## src/hw/rtl/phw_pkg.sv

```systemverilog
package phw_pkg;

  localparam int PHW_QUEUE_DEPTH = 2;

  localparam int PAYLOAD_LEN_W = 16;
  localparam int TS_W          = 33;
  localparam int BYTE_W        = 8;
  localparam int SID_EXT_W     = 7;
  localparam int HDR_LEN_W     = 5;
  localparam int CFG_INDEX_W   = 3;

  // header lengths in bytes
  localparam logic [HDR_LEN_W-1:0] SHORT_HDR_LEN = 5'd6;
  localparam logic [HDR_LEN_W-1:0] FLAG_BYTES    = 5'd3;
  localparam logic [HDR_LEN_W-1:0] TS_BYTES      = 5'd5;
  localparam logic [HDR_LEN_W-1:0] TS2_BYTES     = 5'd10;
  localparam logic [HDR_LEN_W-1:0] EXT_BYTES     = 5'd3;
  localparam logic [HDR_LEN_W-1:0] FIXED_HDR_LEN = 5'd9;

  // flag byte bits
  localparam logic [7:0] FLAG1_BASE     = 8'h81;
  localparam logic [7:0] FLAG1_ALIGN    = 8'h04;
  localparam logic [7:0] FLAG2_PTS_DTS  = 8'hC0;
  localparam logic [7:0] FLAG2_PTS_ONLY = 8'h80;
  localparam logic [7:0] FLAG2_EXT      = 8'h01;

  // extension bytes
  localparam logic [7:0] EXT_BYTE0 = 8'h0F;
  localparam logic [7:0] EXT_BYTE1 = 8'h81;
  localparam logic [7:0] EXT_MARK  = 8'h80;

  // timestamp prefix codes
  localparam logic [3:0] TS_CODE_PTS_ONLY = 4'h2;
  localparam logic [3:0] TS_CODE_PTS      = 4'h3;
  localparam logic [3:0] TS_CODE_DTS      = 4'h1;

  // reset values of the config registers
  localparam logic [7:0]           RST_STREAM_ID     = 8'd224;
  localparam logic [SID_EXT_W-1:0] RST_STREAM_ID_EXT = 7'd0;

  typedef enum logic [CFG_INDEX_W-1:0] {
    REG_STREAM_ID     = 3'd0,
    REG_STREAM_ID_EXT = 3'd1,
    REG_FULL_HEADER   = 3'd2,
    REG_DATA_ALIGN    = 3'd3,
    REG_EXT_SID_ON    = 3'd4
  } phw_reg_t;

  // one header job, classified by the front end
  typedef struct packed {
    logic [BYTE_W-1:0]        sid;
    logic [PAYLOAD_LEN_W-1:0] pkt_len;
    logic [BYTE_W-1:0]        flag1;
    logic [BYTE_W-1:0]        flag2;
    logic [HDR_LEN_W-1:0]     hdr_len;
    logic                     ts_both;
    logic                     ext_on;
    logic [SID_EXT_W-1:0]     sid_ext;
    logic [TS_W-1:0]          pts;
    logic [TS_W-1:0]          dts;
  } phw_desc_t;

  function automatic logic [BYTE_W-1:0] ts_byte(input logic [3:0] code,
                                                input logic [TS_W-1:0] ts,
                                                input logic [2:0] pos);
    logic [BYTE_W-1:0] b;
    case (pos)
      3'd0:    b = {code, ts[32:30], 1'b1};
      3'd1:    b = ts[29:22];
      3'd2:    b = {ts[21:15], 1'b1};
      3'd3:    b = ts[14:7];
      3'd4:    b = {ts[6:0], 1'b1};
      default: b = '0;
    endcase
    return b;
  endfunction

endpackage

```

## src/hw/rtl/phw_req_if.sv

```systemverilog
interface phw_req_if import phw_pkg::*; ();
  logic                     valid;
  logic                     ready;
  logic [PAYLOAD_LEN_W-1:0] payload_length;
  logic                     pts_present;
  logic [TS_W-1:0]          pts_value;
  logic                     dts_present;
  logic [TS_W-1:0]          dts_value;

  modport source (output valid, payload_length, pts_present, pts_value,
                  dts_present, dts_value, input ready);
  modport sink (input valid, payload_length, pts_present, pts_value,
                dts_present, dts_value, output ready);
endinterface

```

## src/hw/rtl/phw_hdr_if.sv

```systemverilog
interface phw_hdr_if import phw_pkg::*; ();
  logic              valid;
  logic              ready;
  logic [BYTE_W-1:0] header_byte;
  logic              last_byte;

  modport source (output valid, header_byte, last_byte, input ready);
  modport sink (input valid, header_byte, last_byte, output ready);
endinterface

```

## src/hw/rtl/phw_queue.sv

```systemverilog
module phw_queue import phw_pkg::*; #(
  parameter int Depth = PHW_QUEUE_DEPTH,
  localparam int PtrW = (Depth > 1) ? $clog2(Depth) : 1,
  localparam int CntW = $clog2(Depth + 1)
) (
  input  logic            clk,
  input  logic            rst,
  input  logic            push,
  input  phw_desc_t       push_data,
  input  logic            pop,
  output phw_desc_t       head_data,
  output logic            head_valid,
  output logic            full,
  output logic [CntW-1:0] count
);

  phw_desc_t       entries [Depth];
  logic [PtrW-1:0] wr_ptr;
  logic [PtrW-1:0] rd_ptr;

  function automatic logic [PtrW-1:0] ptr_inc(input logic [PtrW-1:0] p);
    return (p == PtrW'(Depth - 1)) ? '0 : p + PtrW'(1);
  endfunction

  assign head_valid = (count != '0);
  assign full       = (count == CntW'(Depth));
  assign head_data  = entries[rd_ptr];

  always_ff @(posedge clk) begin
    if (push) begin
      entries[wr_ptr] <= push_data;
    end
  end

  always_ff @(posedge clk) begin
    if (rst) begin
      wr_ptr <= '0;
      rd_ptr <= '0;
      count  <= '0;
    end else begin
      if (push) begin
        wr_ptr <= ptr_inc(wr_ptr);
      end
      if (pop) begin
        rd_ptr <= ptr_inc(rd_ptr);
      end
      case ({push, pop})
        2'b10:   count <= count + CntW'(1);
        2'b01:   count <= count - CntW'(1);
        default: count <= count;
      endcase
    end
  end

endmodule

```

## src/hw/rtl/phw_front.sv

```systemverilog
module phw_front import phw_pkg::*; (
  input  logic                   clk,
  input  logic                   rst,
  input  logic                   cfg_we,
  input  logic [CFG_INDEX_W-1:0] cfg_index,
  input  logic [BYTE_W-1:0]      cfg_data,
  phw_req_if.sink                req,
  input  logic                   q_full,
  output logic                   push,
  output phw_desc_t              push_data
);

  logic [BYTE_W-1:0]    sid;
  logic [SID_EXT_W-1:0] sid_ext;
  logic                 full_header;
  logic                 data_align;
  logic                 ext_sid_on;

  logic                 both;
  logic                 pts_only;
  logic                 ext;
  logic [HDR_LEN_W-1:0] ts_len;
  logic [HDR_LEN_W-1:0] hdr_len;

  always_ff @(posedge clk) begin
    if (rst) begin
      sid         <= RST_STREAM_ID;
      sid_ext     <= RST_STREAM_ID_EXT;
      full_header <= 1'b1;
      data_align  <= 1'b0;
      ext_sid_on  <= 1'b0;
    end else if (cfg_we) begin
      case (phw_reg_t'(cfg_index))
        REG_STREAM_ID:     sid         <= cfg_data;
        REG_STREAM_ID_EXT: sid_ext     <= cfg_data[SID_EXT_W-1:0];
        REG_FULL_HEADER:   full_header <= cfg_data[0];
        REG_DATA_ALIGN:    data_align  <= cfg_data[0];
        REG_EXT_SID_ON:    ext_sid_on  <= cfg_data[0];
        default: ;
      endcase
    end
  end

  assign req.ready = !q_full;
  assign push      = req.valid && !q_full;

  // a DTS without a PTS is dropped; short headers carry no options
  assign both     = full_header && req.pts_present && req.dts_present;
  assign pts_only = full_header && req.pts_present && !req.dts_present;
  assign ext      = full_header && ext_sid_on;

  always_comb begin
    ts_len = '0;
    if (both) begin
      ts_len = TS2_BYTES;
    end else if (pts_only) begin
      ts_len = TS_BYTES;
    end
    hdr_len = SHORT_HDR_LEN;
    if (full_header) begin
      hdr_len = SHORT_HDR_LEN + FLAG_BYTES + ts_len + (ext ? EXT_BYTES : '0);
    end
  end

  always_comb begin
    push_data         = '0;
    push_data.sid     = sid;
    push_data.pkt_len = PAYLOAD_LEN_W'(hdr_len - SHORT_HDR_LEN) + req.payload_length;
    push_data.flag1   = FLAG1_BASE | (data_align ? FLAG1_ALIGN : '0);
    push_data.flag2   = (both ? FLAG2_PTS_DTS : '0) | (pts_only ? FLAG2_PTS_ONLY : '0)
                        | (ext ? FLAG2_EXT : '0);
    push_data.hdr_len = hdr_len;
    push_data.ts_both = both;
    push_data.ext_on  = ext;
    push_data.sid_ext = sid_ext;
    push_data.pts     = req.pts_value;
    push_data.dts     = req.dts_value;
  end

endmodule

```

## src/hw/rtl/phw_back.sv

```systemverilog
module phw_back import phw_pkg::*; (
  input  logic      clk,
  input  logic      rst,
  input  logic      head_valid,
  input  phw_desc_t head_data,
  output logic      pop,
  phw_hdr_if.source hdr
);

  localparam logic [HDR_LEN_W-1:0] POS_PREFIX2 = 5'd2;
  localparam logic [HDR_LEN_W-1:0] POS_SID     = 5'd3;
  localparam logic [HDR_LEN_W-1:0] POS_LEN_HI  = 5'd4;
  localparam logic [HDR_LEN_W-1:0] POS_LEN_LO  = 5'd5;
  localparam logic [HDR_LEN_W-1:0] POS_FLAG1   = 5'd6;
  localparam logic [HDR_LEN_W-1:0] POS_FLAG2   = 5'd7;
  localparam logic [HDR_LEN_W-1:0] POS_HDLEN   = 5'd8;
  localparam logic [HDR_LEN_W-1:0] POS_TS1     = 5'd9;
  localparam logic [HDR_LEN_W-1:0] POS_TS2     = 5'd14;

  logic [HDR_LEN_W-1:0] idx;
  logic                 hdr_valid_r;
  logic [BYTE_W-1:0]    hdr_byte_r;
  logic                 hdr_last_r;

  logic                 advance;
  logic                 is_last;
  logic [BYTE_W-1:0]    cur_byte;
  logic [HDR_LEN_W-1:0] ext_start;
  logic [HDR_LEN_W-1:0] ext_pos;
  logic                 second_ts;
  logic [HDR_LEN_W-1:0] ts_pos;
  logic [3:0]           ts_code;

  assign advance   = !hdr_valid_r || hdr.ready;
  assign is_last   = (idx == head_data.hdr_len - HDR_LEN_W'(1));
  assign pop       = advance && head_valid && is_last;

  assign ext_start = head_data.hdr_len - EXT_BYTES;
  assign ext_pos   = idx - ext_start;
  assign second_ts = (idx >= POS_TS2);
  assign ts_pos    = second_ts ? idx - POS_TS2 : idx - POS_TS1;

  always_comb begin
    if (second_ts) begin
      ts_code = TS_CODE_DTS;
    end else if (head_data.ts_both) begin
      ts_code = TS_CODE_PTS;
    end else begin
      ts_code = TS_CODE_PTS_ONLY;
    end
  end

  always_comb begin
    case (idx)
      POS_PREFIX2: cur_byte = 8'h01;
      POS_SID:     cur_byte = head_data.sid;
      POS_LEN_HI:  cur_byte = head_data.pkt_len[15:8];
      POS_LEN_LO:  cur_byte = head_data.pkt_len[7:0];
      POS_FLAG1:   cur_byte = head_data.flag1;
      POS_FLAG2:   cur_byte = head_data.flag2;
      POS_HDLEN:   cur_byte = BYTE_W'(head_data.hdr_len - FIXED_HDR_LEN);
      default: begin
        if (idx < POS_PREFIX2) begin
          cur_byte = '0;
        end else if (head_data.ext_on && idx >= ext_start) begin
          case (ext_pos[1:0])
            2'd0:    cur_byte = EXT_BYTE0;
            2'd1:    cur_byte = EXT_BYTE1;
            default: cur_byte = EXT_MARK | {1'b0, head_data.sid_ext};
          endcase
        end else begin
          cur_byte = ts_byte(ts_code, second_ts ? head_data.dts : head_data.pts,
                             ts_pos[2:0]);
        end
      end
    endcase
  end

  always_ff @(posedge clk) begin
    if (rst) begin
      idx         <= '0;
      hdr_valid_r <= 1'b0;
    end else if (advance) begin
      hdr_valid_r <= head_valid;
      if (head_valid) begin
        idx <= is_last ? '0 : idx + HDR_LEN_W'(1);
      end
    end
  end

  always_ff @(posedge clk) begin
    if (advance && head_valid) begin
      hdr_byte_r <= cur_byte;
      hdr_last_r <= is_last;
    end
  end

  assign hdr.valid       = hdr_valid_r;
  assign hdr.header_byte = hdr_byte_r;
  assign hdr.last_byte   = hdr_last_r;

endmodule

```

## src/hw/rtl/pes_header_writer.sv

```systemverilog
// Channel   Dir  Beat
// req       in   one header request: payload_length, pts/dts present + value
// hdr       out  one header byte, last_byte on the final one
// cfg_*     in   register write: cfg_we, cfg_index, cfg_data
//
// One header byte per cycle while hdr is ready, via the back-end output register:
// a header is 6 to 22 bytes (6 short, 9 + 5 per timestamp + 3 with extension).
// Requests are classified on accept and held in a QueueDepth-entry queue, so
// req stays ready while a previous header is still going out.
// Reset restores the register defaults, empties the queue and drops hdr.valid.
// A stall on hdr holds the current byte; requests stall only when the queue fills.
module pes_header_writer import phw_pkg::*; #(
  parameter int QueueDepth = PHW_QUEUE_DEPTH
) (
  input  logic                   clk,
  input  logic                   rst,
  input  logic                   cfg_we,
  input  logic [CFG_INDEX_W-1:0] cfg_index,
  input  logic [BYTE_W-1:0]      cfg_data,
  phw_req_if.sink                req,
  phw_hdr_if.source              hdr
);

  localparam int CntW = $clog2(QueueDepth + 1);

  logic            push;
  phw_desc_t       push_data;
  logic            pop;
  phw_desc_t       head_data;
  logic            head_valid;
  logic            q_full;
  logic [CntW-1:0] q_count;

  phw_front u_front (
    .clk       (clk),
    .rst       (rst),
    .cfg_we    (cfg_we),
    .cfg_index (cfg_index),
    .cfg_data  (cfg_data),
    .req       (req),
    .q_full    (q_full),
    .push      (push),
    .push_data (push_data)
  );

  phw_queue #(
    .Depth (QueueDepth)
  ) u_queue (
    .clk        (clk),
    .rst        (rst),
    .push       (push),
    .push_data  (push_data),
    .pop        (pop),
    .head_data  (head_data),
    .head_valid (head_valid),
    .full       (q_full),
    .count      (q_count)
  );

  phw_back u_back (
    .clk        (clk),
    .rst        (rst),
    .head_valid (head_valid),
    .head_data  (head_data),
    .pop        (pop),
    .hdr        (hdr)
  );

  a_count_range: assert property (@(posedge clk) disable iff (rst)
    q_count <= CntW'(QueueDepth))
    else $error("queue count above depth");

  a_pop_nonempty: assert property (@(posedge clk) disable iff (rst)
    pop |-> q_count != '0)
    else $error("pop from empty queue");

  a_push_count: assert property (@(posedge clk) disable iff (rst)
    (push && !pop) |=> q_count == $past(q_count) + CntW'(1))
    else $error("queue count did not follow push");

  a_last_pops: assert property (@(posedge clk) disable iff (rst)
    pop |=> hdr.valid && hdr.last_byte)
    else $error("queue pop without a last byte");

endmodule
```

## src/flat_wrapper.sv

```systemverilog
// flat-port wrapper written by rule: the top's interface ports become plain ports
module pes_header_writer_flat import phw_pkg::*;
#(
  parameter int QueueDepth = PHW_QUEUE_DEPTH
)
  (clk, rst, cfg_we, cfg_index, cfg_data, req_valid, req_payload_length, req_pts_present, req_pts_value, req_dts_present, req_dts_value, req_ready, hdr_valid, hdr_header_byte, hdr_last_byte, hdr_ready);
  phw_req_if req_i ();
  phw_hdr_if hdr_i ();
  input  logic clk;
  input  logic rst;
  input  logic cfg_we;
  input  logic [CFG_INDEX_W-1:0] cfg_index;
  input  logic [BYTE_W-1:0] cfg_data;
  input wire logic [$bits(req_i.valid)-1:0] req_valid;
  input wire logic [$bits(req_i.payload_length)-1:0] req_payload_length;
  input wire logic [$bits(req_i.pts_present)-1:0] req_pts_present;
  input wire logic [$bits(req_i.pts_value)-1:0] req_pts_value;
  input wire logic [$bits(req_i.dts_present)-1:0] req_dts_present;
  input wire logic [$bits(req_i.dts_value)-1:0] req_dts_value;
  output wire logic [$bits(req_i.ready)-1:0] req_ready;
  output wire logic [$bits(hdr_i.valid)-1:0] hdr_valid;
  output wire logic [$bits(hdr_i.header_byte)-1:0] hdr_header_byte;
  output wire logic [$bits(hdr_i.last_byte)-1:0] hdr_last_byte;
  input wire logic [$bits(hdr_i.ready)-1:0] hdr_ready;
  assign req_i.valid = req_valid;
  assign req_i.payload_length = req_payload_length;
  assign req_i.pts_present = req_pts_present;
  assign req_i.pts_value = req_pts_value;
  assign req_i.dts_present = req_dts_present;
  assign req_i.dts_value = req_dts_value;
  assign req_ready = req_i.ready;
  assign hdr_valid = hdr_i.valid;
  assign hdr_header_byte = hdr_i.header_byte;
  assign hdr_last_byte = hdr_i.last_byte;
  assign hdr_i.ready = hdr_ready;
  pes_header_writer #(.QueueDepth(QueueDepth)) u_core (.clk(clk), .rst(rst), .cfg_we(cfg_we), .cfg_index(cfg_index), .cfg_data(cfg_data), .req(req_i), .hdr(hdr_i));
endmodule
```

## config.mk

```make
export PLATFORM = sky130hd
export DESIGN_NAME = pes_header_writer_flat
export DESIGN_NICKNAME = d
export VERILOG_FILES = /design/src/hw/rtl/phw_pkg.sv /design/src/hw/rtl/phw_req_if.sv /design/src/hw/rtl/phw_hdr_if.sv /design/src/hw/rtl/phw_queue.sv /design/src/hw/rtl/phw_front.sv /design/src/hw/rtl/phw_back.sv /design/src/hw/rtl/pes_header_writer.sv /design/src/flat_wrapper.sv
export SDC_FILE = /design/constraint.sdc
export NUM_CORES = 1
export LEC_CHECK = 0
export BUFFER_PORTS_ARGS = -buffer_cell sky130_fd_sc_hd__buf_4
export CORE_AREA = 2 2 182 184
export DETAILED_ROUTE_END_ITERATION = 8
export DIE_AREA = 0 0 184 186
export HOLD_SLACK_MARGIN = 0.02
export SYNTH_ARGS = -nofsm -noshare
export SYNTH_HDL_FRONTEND = slang
export SYNTH_SLANG_ARGS = --single-unit
```

## constraint.sdc

```tcl
create_clock -name clk -period 8.85 [get_ports clk]
set_clock_uncertainty 0.05 [all_clocks]
set_input_delay 1.3275 -clock clk [delete_from_list [all_inputs] [get_ports clk]]
set_output_delay 1.3275 -clock clk [all_outputs]
set_load 0.05 [all_outputs]
```

==> summary.md, run 1 <==
| Metric | Value |
|---|---|
| Outcome | `complete, no violations` |
| Post_cts resized | `0` |
| Initial antenna violation count | `0` |
| Die ar. | `34200 sq um` |
| Gp weighted congestion | `0.843` |
| Die width | `184 microns` |
| Clk root buf | `clkbuf_16` |
| Setup ws final | `3.88 ns` |
| DRT Pass-1 Iters | `4` |
| Post-layout nets | `994` |
| Uppermost layer routed | `met4` |
| Row cnt | `66` |
| Worst path required time | `9.08 ns` |
| Worst-path maximum fanout | `11` |
| I/O pins | `111` |
| Synth cell types | `63` |
| Clock latency on the worst-skew pair | `0.54 ns` |
| Total CTS buffers | `28` |
| Final-report setup violation count | `0` |
| Final ANT Viol Nets | `0` |
| Post-Syn Area per Cell | `15.2 sq um` |
| RSZ-0062 raised after global routing | `false` |
| Grt ovf | `0` |
| Setup TNS | `0 ns` |
| CP Class | `input pin to flip-flop` |
| R2R Setup Slk | `4.10 ns` |
| Worst-Margin Slew | `1.18 ns` |
| CP Launch Type | `input pin` |
| Setup Buffers After CTS | `0` |
| Hold_buf cts | `0` |
| Final period utilization | `56.2%` |
| # fillers | `3020` |
| Routed len/inst | `19.6 microns` |
| CTS tree | `built` |
| Cell Pwr Density | `231 nW/um^2` |
| Drt drc | `0` |
| Share of cells above drive strength 1 | `25.8%` |
| Post-Layout Cell Count | `1285` |
| Min-Delay Path Class | `flip-flop to flip-flop` |
| Number of global-route vias before repair | `6739` |
| Mapped cell area | `11100 sq um` |
| Pins over their slew limit | `0` |
| Final WL | `25200 microns` |
| Multi-input gate area | `3750 sq um` |
| Clk buf depth | `3` |
| Fmax | `201 MHz` |
| Register bit count reported by yosys | `250` |
| Overall routing resource usage | `14.8%` |
| Post-Synthesis Cells | `731` |
| Die Height | `186 microns` |
| Share of flip-flops with an asynchronous set or reset | `0%` |
| IO Port Bufs | `110` |
| Critical Path Sink Type | `flip-flop` |
| Ant. Diodes | `0` |
| Detail Placement HPWL | `17500 microns` |
| Mapped Nets | `868` |
| Area grow syn2layout | `20.1%` |
| Drt via density | `5.18` |
| Max H-tree Level | `1` |
| Crit path DAT | `5.20 ns` |
| Starting Density | `34.6%` |
| Number of synthesized flops with an enable pin | `221` |
| Worst rel slew slack | `21.6%` |
| Leak | `4.73 nW` |
| Core area | `32200 sq um` |
| First-pass GRT wire length | `38700 microns` |
| Sequential Area | `7220 sq um` |
| # clock sinks | `250` |
| Metal3 WL | `1020 microns` |
| Initial DRC count | `467` |
| Fin area | `13400 sq um` |
| Largest net degree at the start of global routing | `63` |
| Via count | `6658` |
| Max Cap Viol | `0` |
| Placed Area | `12500 sq um` |
| Minimum clock period | `4.97 ns` |
| Main flop type after synthesis | `edfxtp_1` |
| Pre-CTS setup slack | `3.32 ns` |
| Warnings from Yosys | `0` |
| Met2 WL post-DR | `11700 microns` |
| Seq/Total Area, Yosys | `64.8%` |
| Hold WS | `0.406 ns` |
| VDD IR max | `0.153 mV` |
| Met1 wire length | `12000 microns` |
| Final hold vios | `0` |
| Placed cells | `1235` |
| Clock-pin transition on the worst setup and hold timing paths | `0.06 ns` |
[where the power goes]
| part | switching (mW) | internal (mW) |
|---|---|---|
| registers | 0.0398 | 1.42 |
| clock network | 0.445 | 0.707 |
| logic | 0.293 | 0.183 |
[state kept, by name, indices dropped and copies added (netlist names), named ones only]
signal                         cells
u_core.u_back.hdr.valid            1
u_core.u_front.sid_ext             7
u_core.u_queue.count               2
u_core.u_back.idx                  5
u_core.u_front.sid                 8
u_core.u_front.data_align          1
u_core.u_queue.wr_ptr              1
u_core.u_queue.rd_ptr              1
u_core.u_front.full_header         1
u_core.u_front.ext_sid_on          1
u_core.u_back.hdr.last_byte        1
u_core.u_queue.entries           212
u_core.u_back.hdr.header_byte      8
[cell usage after synthesis (all sizes together), types with 13 or more instances]
cell type	number	area (sq um)
a21oi	33	165
a22oi	18	135
buf	15	83.8
dfxtp	29	581
edfxtp	221	6640
ha	36	450
inv	16	60.1
mux2	18	206
mux2i	25	258
mux4	32	721
nand2	25	93.8
nand2b	15	93.8
nor2	45	171
o21ai	22	110
xnor2	19	166
xor2	13	114
[final cells by class]
| cell class | count | share of cell area, % |
|---|---|---|
| Clock buffer | 38 | 5.90 |
| Clock inverter | 12 | 1.01 |
| Sequential cell | 250 | 54.0 |
| Inverter | 16 | 0.449 |
| Timing Repair Buffer | 121 | 6.79 |
| Multi-Input combinational cell | 440 | 28.1 |
| Tap cell | 408 | 3.82 |
[stage by stage]
step	util (%)	power [mW]
2_1_floorplan	-	1.79
6_report	41.5	3.09
3_5_place_dp	38.7	1.96
4_1_cts	41.5	3.12
3_3_place_gp	38.7	1.95
5_1_grt	41.5	3.22
[layout by cell type (no fill, tap or decap), drive strengths merged, types with 4 or more instances in the layout]
master  netlist  final
nor4          4      4
o21ai        22     22
a22oi        18     18
mux2i        25     25
a21oi        33     33
nand2b       15     15
o32ai         4      4
o31ai         4      4
ha           36     36
a211o         6      6
inv          16     16
nor3         12     12
a211oi        5      5
or2           4      4
mux4         32     32
xor2         13     13
dfxtp        29     29
mux2         18     18
edfxtp      221    221
nand2        25     25
and3          7      7
buf          15    121
clkinv        0      9
nor2b        12     12
nor2         45     45
a21o          6      6
xnor2        19     19
and2          4      4
o211ai        4      4
nand3        12     12
a221oi       12     12
clkbuf       10     38
or3           7      7
[worst max-delay path, stage by stage]
cell and delay, ns:
buf_4 0.13, and3_1 0.20, ha_1 0.29, nor2b_1 0.20, o21ai_0 0.32, ha_1 0.33
a21oi_1 0.71, ha_1 0.43, a21o_1 0.21, a21oi_1 0.23, and3b_1 0.26, nor3_1 0.09
o31a_1 0.31, xor2_1 0.16
[layer usage]
metal | vias up | global-route usage [%]
met5 | - | 0
met3 | 34 | 2.27
met4 | 0 | 3.58
met1 | 3355 | 20.9
met2 | 129 | 24.1
li1 | 3140 | -
[path summary, 6_finish.rpt]
path,startpoint,end,cells after the start
worst max-delay path,req_pts_present,u_core.u_queue.entries[1][104]$_DFFE_PP_,14
worst min-delay path,u_core.u_front.sid[1]$_SDFFE_PP0P_,u_core.u_queue.entries[1][107]$_DFFE_PP_,0
worst max register to register,u_core.u_front.full_header$_SDFFE_PP1P_,u_core.u_queue.entries[1][104]$_DFFE_PP_,14
worst min register to register,u_core.u_front.sid[1]$_SDFFE_PP0P_,u_core.u_queue.entries[1][107]$_DFFE_PP_,0
[kinds of logic (layout without fill, tap and decap cells)]
group / count (synthesis) / after routing / share of synthesized area, %
muxes: 75 / 75 / 10.6
DFF: 250 / 250 / 64.8
and+or+nand+nor: 160 / 160 / 7.53
adders and majority gates: 37 / 37 / 4.22
xor gates and xnor gates: 33 / 33 / 2.73
buffers and inverters: 41 / 187 / 1.63
AOI/OAI and AO/OA: 135 / 135 / 8.44
(Power assumes the default switching activity.)
==> inputs of run 2 (changes only) <==
- clock period: 8.85 -> 5.03 ns (I/O delays scaled with it)
==> run 2 against run 1 <==
Critical path depth rose by 3; setup slack worse by 2.7 ns; sequential share of layout area is essentially flat; global-route usage grew 0.062 points; non-clock buffer count grew 7; worst hold slack worse by 0.051 ns; sequential power grew 75%; largest power group unchanged.
==> summary.md, run 2 (synthesized netlist as in run 1, its figures left out) <==
| Metric | Value |
|---|---|
| Post-layout nets | `999 (+0.50%)` |
| Fin area | `13400 sq um (about the same)` |
| CP Launch Type | `flip-flop` |
| Ant. Diodes | `0 (unchanged)` |
| Share of cells above drive strength 1 | `26.3% (+0.53 points)` |
| CTS tree | `built` |
| Placed Area | `12500 sq um (+0.42%)` |
| Worst-path maximum fanout | `11 (unchanged)` |
| Leak | `4.75 nW (+0.29%)` |
| DRT Pass-1 Iters | `4 (unchanged)` |
| Final WL | `25000 microns (-0.79%)` |
| VDD IR max | `0.214 mV (+40%)` |
| Final period utilization | `76.2%` |
| Final-report setup violation count | `0 (unchanged)` |
| Worst-Margin Slew | `0.834 ns (-0.341 ns)` |
| Clk buf depth | `3 (unchanged)` |
| Most frequent cells in the layout | `edfxtp_1, buf_4, nor2_1, ha_1, a21oi_1` |
| Crit path DAT | `4.06 ns (-1.14 ns)` |
| Hold WS | `0.356 ns (-0.0508 ns)` |
| I/O pins | `111 (unchanged)` |
| Area grow syn2layout | `20.2% (about the same)` |
| # clock sinks | `250 (unchanged)` |
| Clock latency on the worst-skew pair | `0.53 ns (about the same)` |
| Worst rel slew slack | `44.4% (+23 points)` |
| Grt ovf | `0 (unchanged)` |
| Min-Delay Path Class | `input pin to flip-flop` |
| # fillers | `2990 (-0.99%)` |
| Final ANT Viol Nets | `0 (unchanged)` |
| Core area | `32200 sq um (unchanged)` |
| Die ar. | `34200 sq um (unchanged)` |
| Setup Buffers After CTS | `0 (unchanged)` |
| Total CTS buffers | `26 (-7.1%)` |
| Number of global-route vias before repair | `6736 (-0.045%)` |
| Drt via density | `5.17 (-0.25%)` |
| First-pass GRT wire length | `38800 microns (+0.45%)` |
| Minimum clock period | `3.83 ns` |
| Die Height | `186 microns (unchanged)` |
| Max Cap Viol | `0 (unchanged)` |
| Overall routing resource usage | `14.9% (+0.062 points)` |
| Clock-pin transition on the worst setup and hold timing paths | `0.06 ns (about the same)` |
| Outcome | `complete, no violations` |
| Critical Path Sink Type | `flip-flop` |
| Hold_buf cts | `0 (unchanged)` |
| Largest net degree at the start of global routing | `61 (-3.2%)` |
| Commonest non-fill, non-tap cell in the layout | `edfxtp_1` |
| Detail Placement HPWL | `17700 microns (+1.1%)` |
| Gp weighted congestion | `0.854 (+1.3%)` |
| CP Class | `flip-flop to flip-flop` |
| Starting Density | `34.6% (unchanged)` |
| Routed len/inst | `19.4 microns (-1.2%)` |
| Tot Pwr | `5.37 mW (+74%)` |
| Worst path required time | `5.25 ns (-3.83 ns)` |
| Via count | `6667 (+0.14%)` |
| Clk root buf | `clkbuf_16` |
| Post_cts resized | `0 (unchanged)` |
| Row cnt | `66 (unchanged)` |
| IO Port Bufs | `110 (unchanged)` |
| RSZ-0062 raised after global routing | `false` |
| Initial antenna violation count | `0 (unchanged)` |
| Biggest register | `u_core.u_queue.entries` |
| Fmax | `261 MHz` |
| Pins over their slew limit | `0 (unchanged)` |
| Die width | `184 microns (unchanged)` |
| Drt drc | `0 (unchanged)` |
| Max H-tree Level | `1 (unchanged)` |
| Final hold vios | `0 (unchanged)` |
| Cell Pwr Density | `401 nW/um^2 (+74%)` |
| Initial DRC count | `479 (+2.6%)` |
| Setup TNS | `0 ns (unchanged)` |
| Max FFs per register | `212 (unchanged)` |
run 2: cell types whose count changed in the layout (fill, tap and decap cells not counted), sizes merged:
cell    previous run  this run
inv               16        18
clkinv             9         5
buf              121       128
run 2: layer usage:
metal	part of all wire (%)	global-route usage [%]	wire, microns
met5	0	0	0
met4	2.1	3.78	516
met3	4.8	2.33	1210
met2	47	23.8	11700
met1	46	21.2	11600
run 2: final timing paths:
check | start | cells after the start | slack, ns | to
worst min-delay path | req_dts_value[26] | 1 | 0.36 | u_core.u_queue.entries[0][26]$_DFFE_PP_
worst min register to register | u_core.u_front.sid[0]$_SDFFE_PP0P_ | 0 | 0.40 | u_core.u_queue.entries[0][106]$_DFFE_PP_
worst max register to register | u_core.u_front.full_header$_SDFFE_PP1P_ | 17 | 1.20 | u_core.u_queue.entries[1][104]$_DFFE_PP_
worst max-delay path | u_core.u_front.full_header$_SDFFE_PP1P_ | 17 | 1.20 | u_core.u_queue.entries[1][104]$_DFFE_PP_
run 2: through the flow:
step	util, %	cells	setup WS (ns)
after floorplan	-	731	0.691
after global placement	38.8	1242	0.845
after detailed placement	38.8	1242	0.779
after CTS	41.6	1290	1.18
after global routing	41.6	1290	0.803
final	41.6	1290	1.20
run 2: layout make-up:
type / count / area (sq um) / area share, %
inverter: 16 / 60.1 / 0.449
timing repair buffer: 128 / 961 / 7.18
clock buffer: 38 / 747 / 5.58
tap: 408 / 510 / 3.81
multi-input combinational: 440 / 3750 / 28.1
clock inverter: 10 / 130 / 0.972
sequential: 250 / 7220 / 53.9
run 2: where the power goes:
| part | internal, mW | switching, mW |
|---|---|---|
| Sequential | 2.50 | 0.0662 |
| Clock | 1.18 | 0.772 |
| Combinational | 0.329 | 0.518 |
| Total | 4.01 | 1.36 |
run 2: critical path, stage by stage (launching register included):
cell and delay, ns:
dfxtp_1 0.33, buf_4 0.17, and2_1 0.19, nand2b_1 0.10, ha_1 0.20, nor2b_1 0.20, o21ai_0 0.12, buf_4 0.17
ha_1 0.20, a21oi_1 0.12, buf_4 0.19, ha_1 0.30, a21o_1 0.21, a21oi_1 0.23, and3b_1 0.25, nor3_1 0.09
o31a_1 0.30, xor2_1 0.16
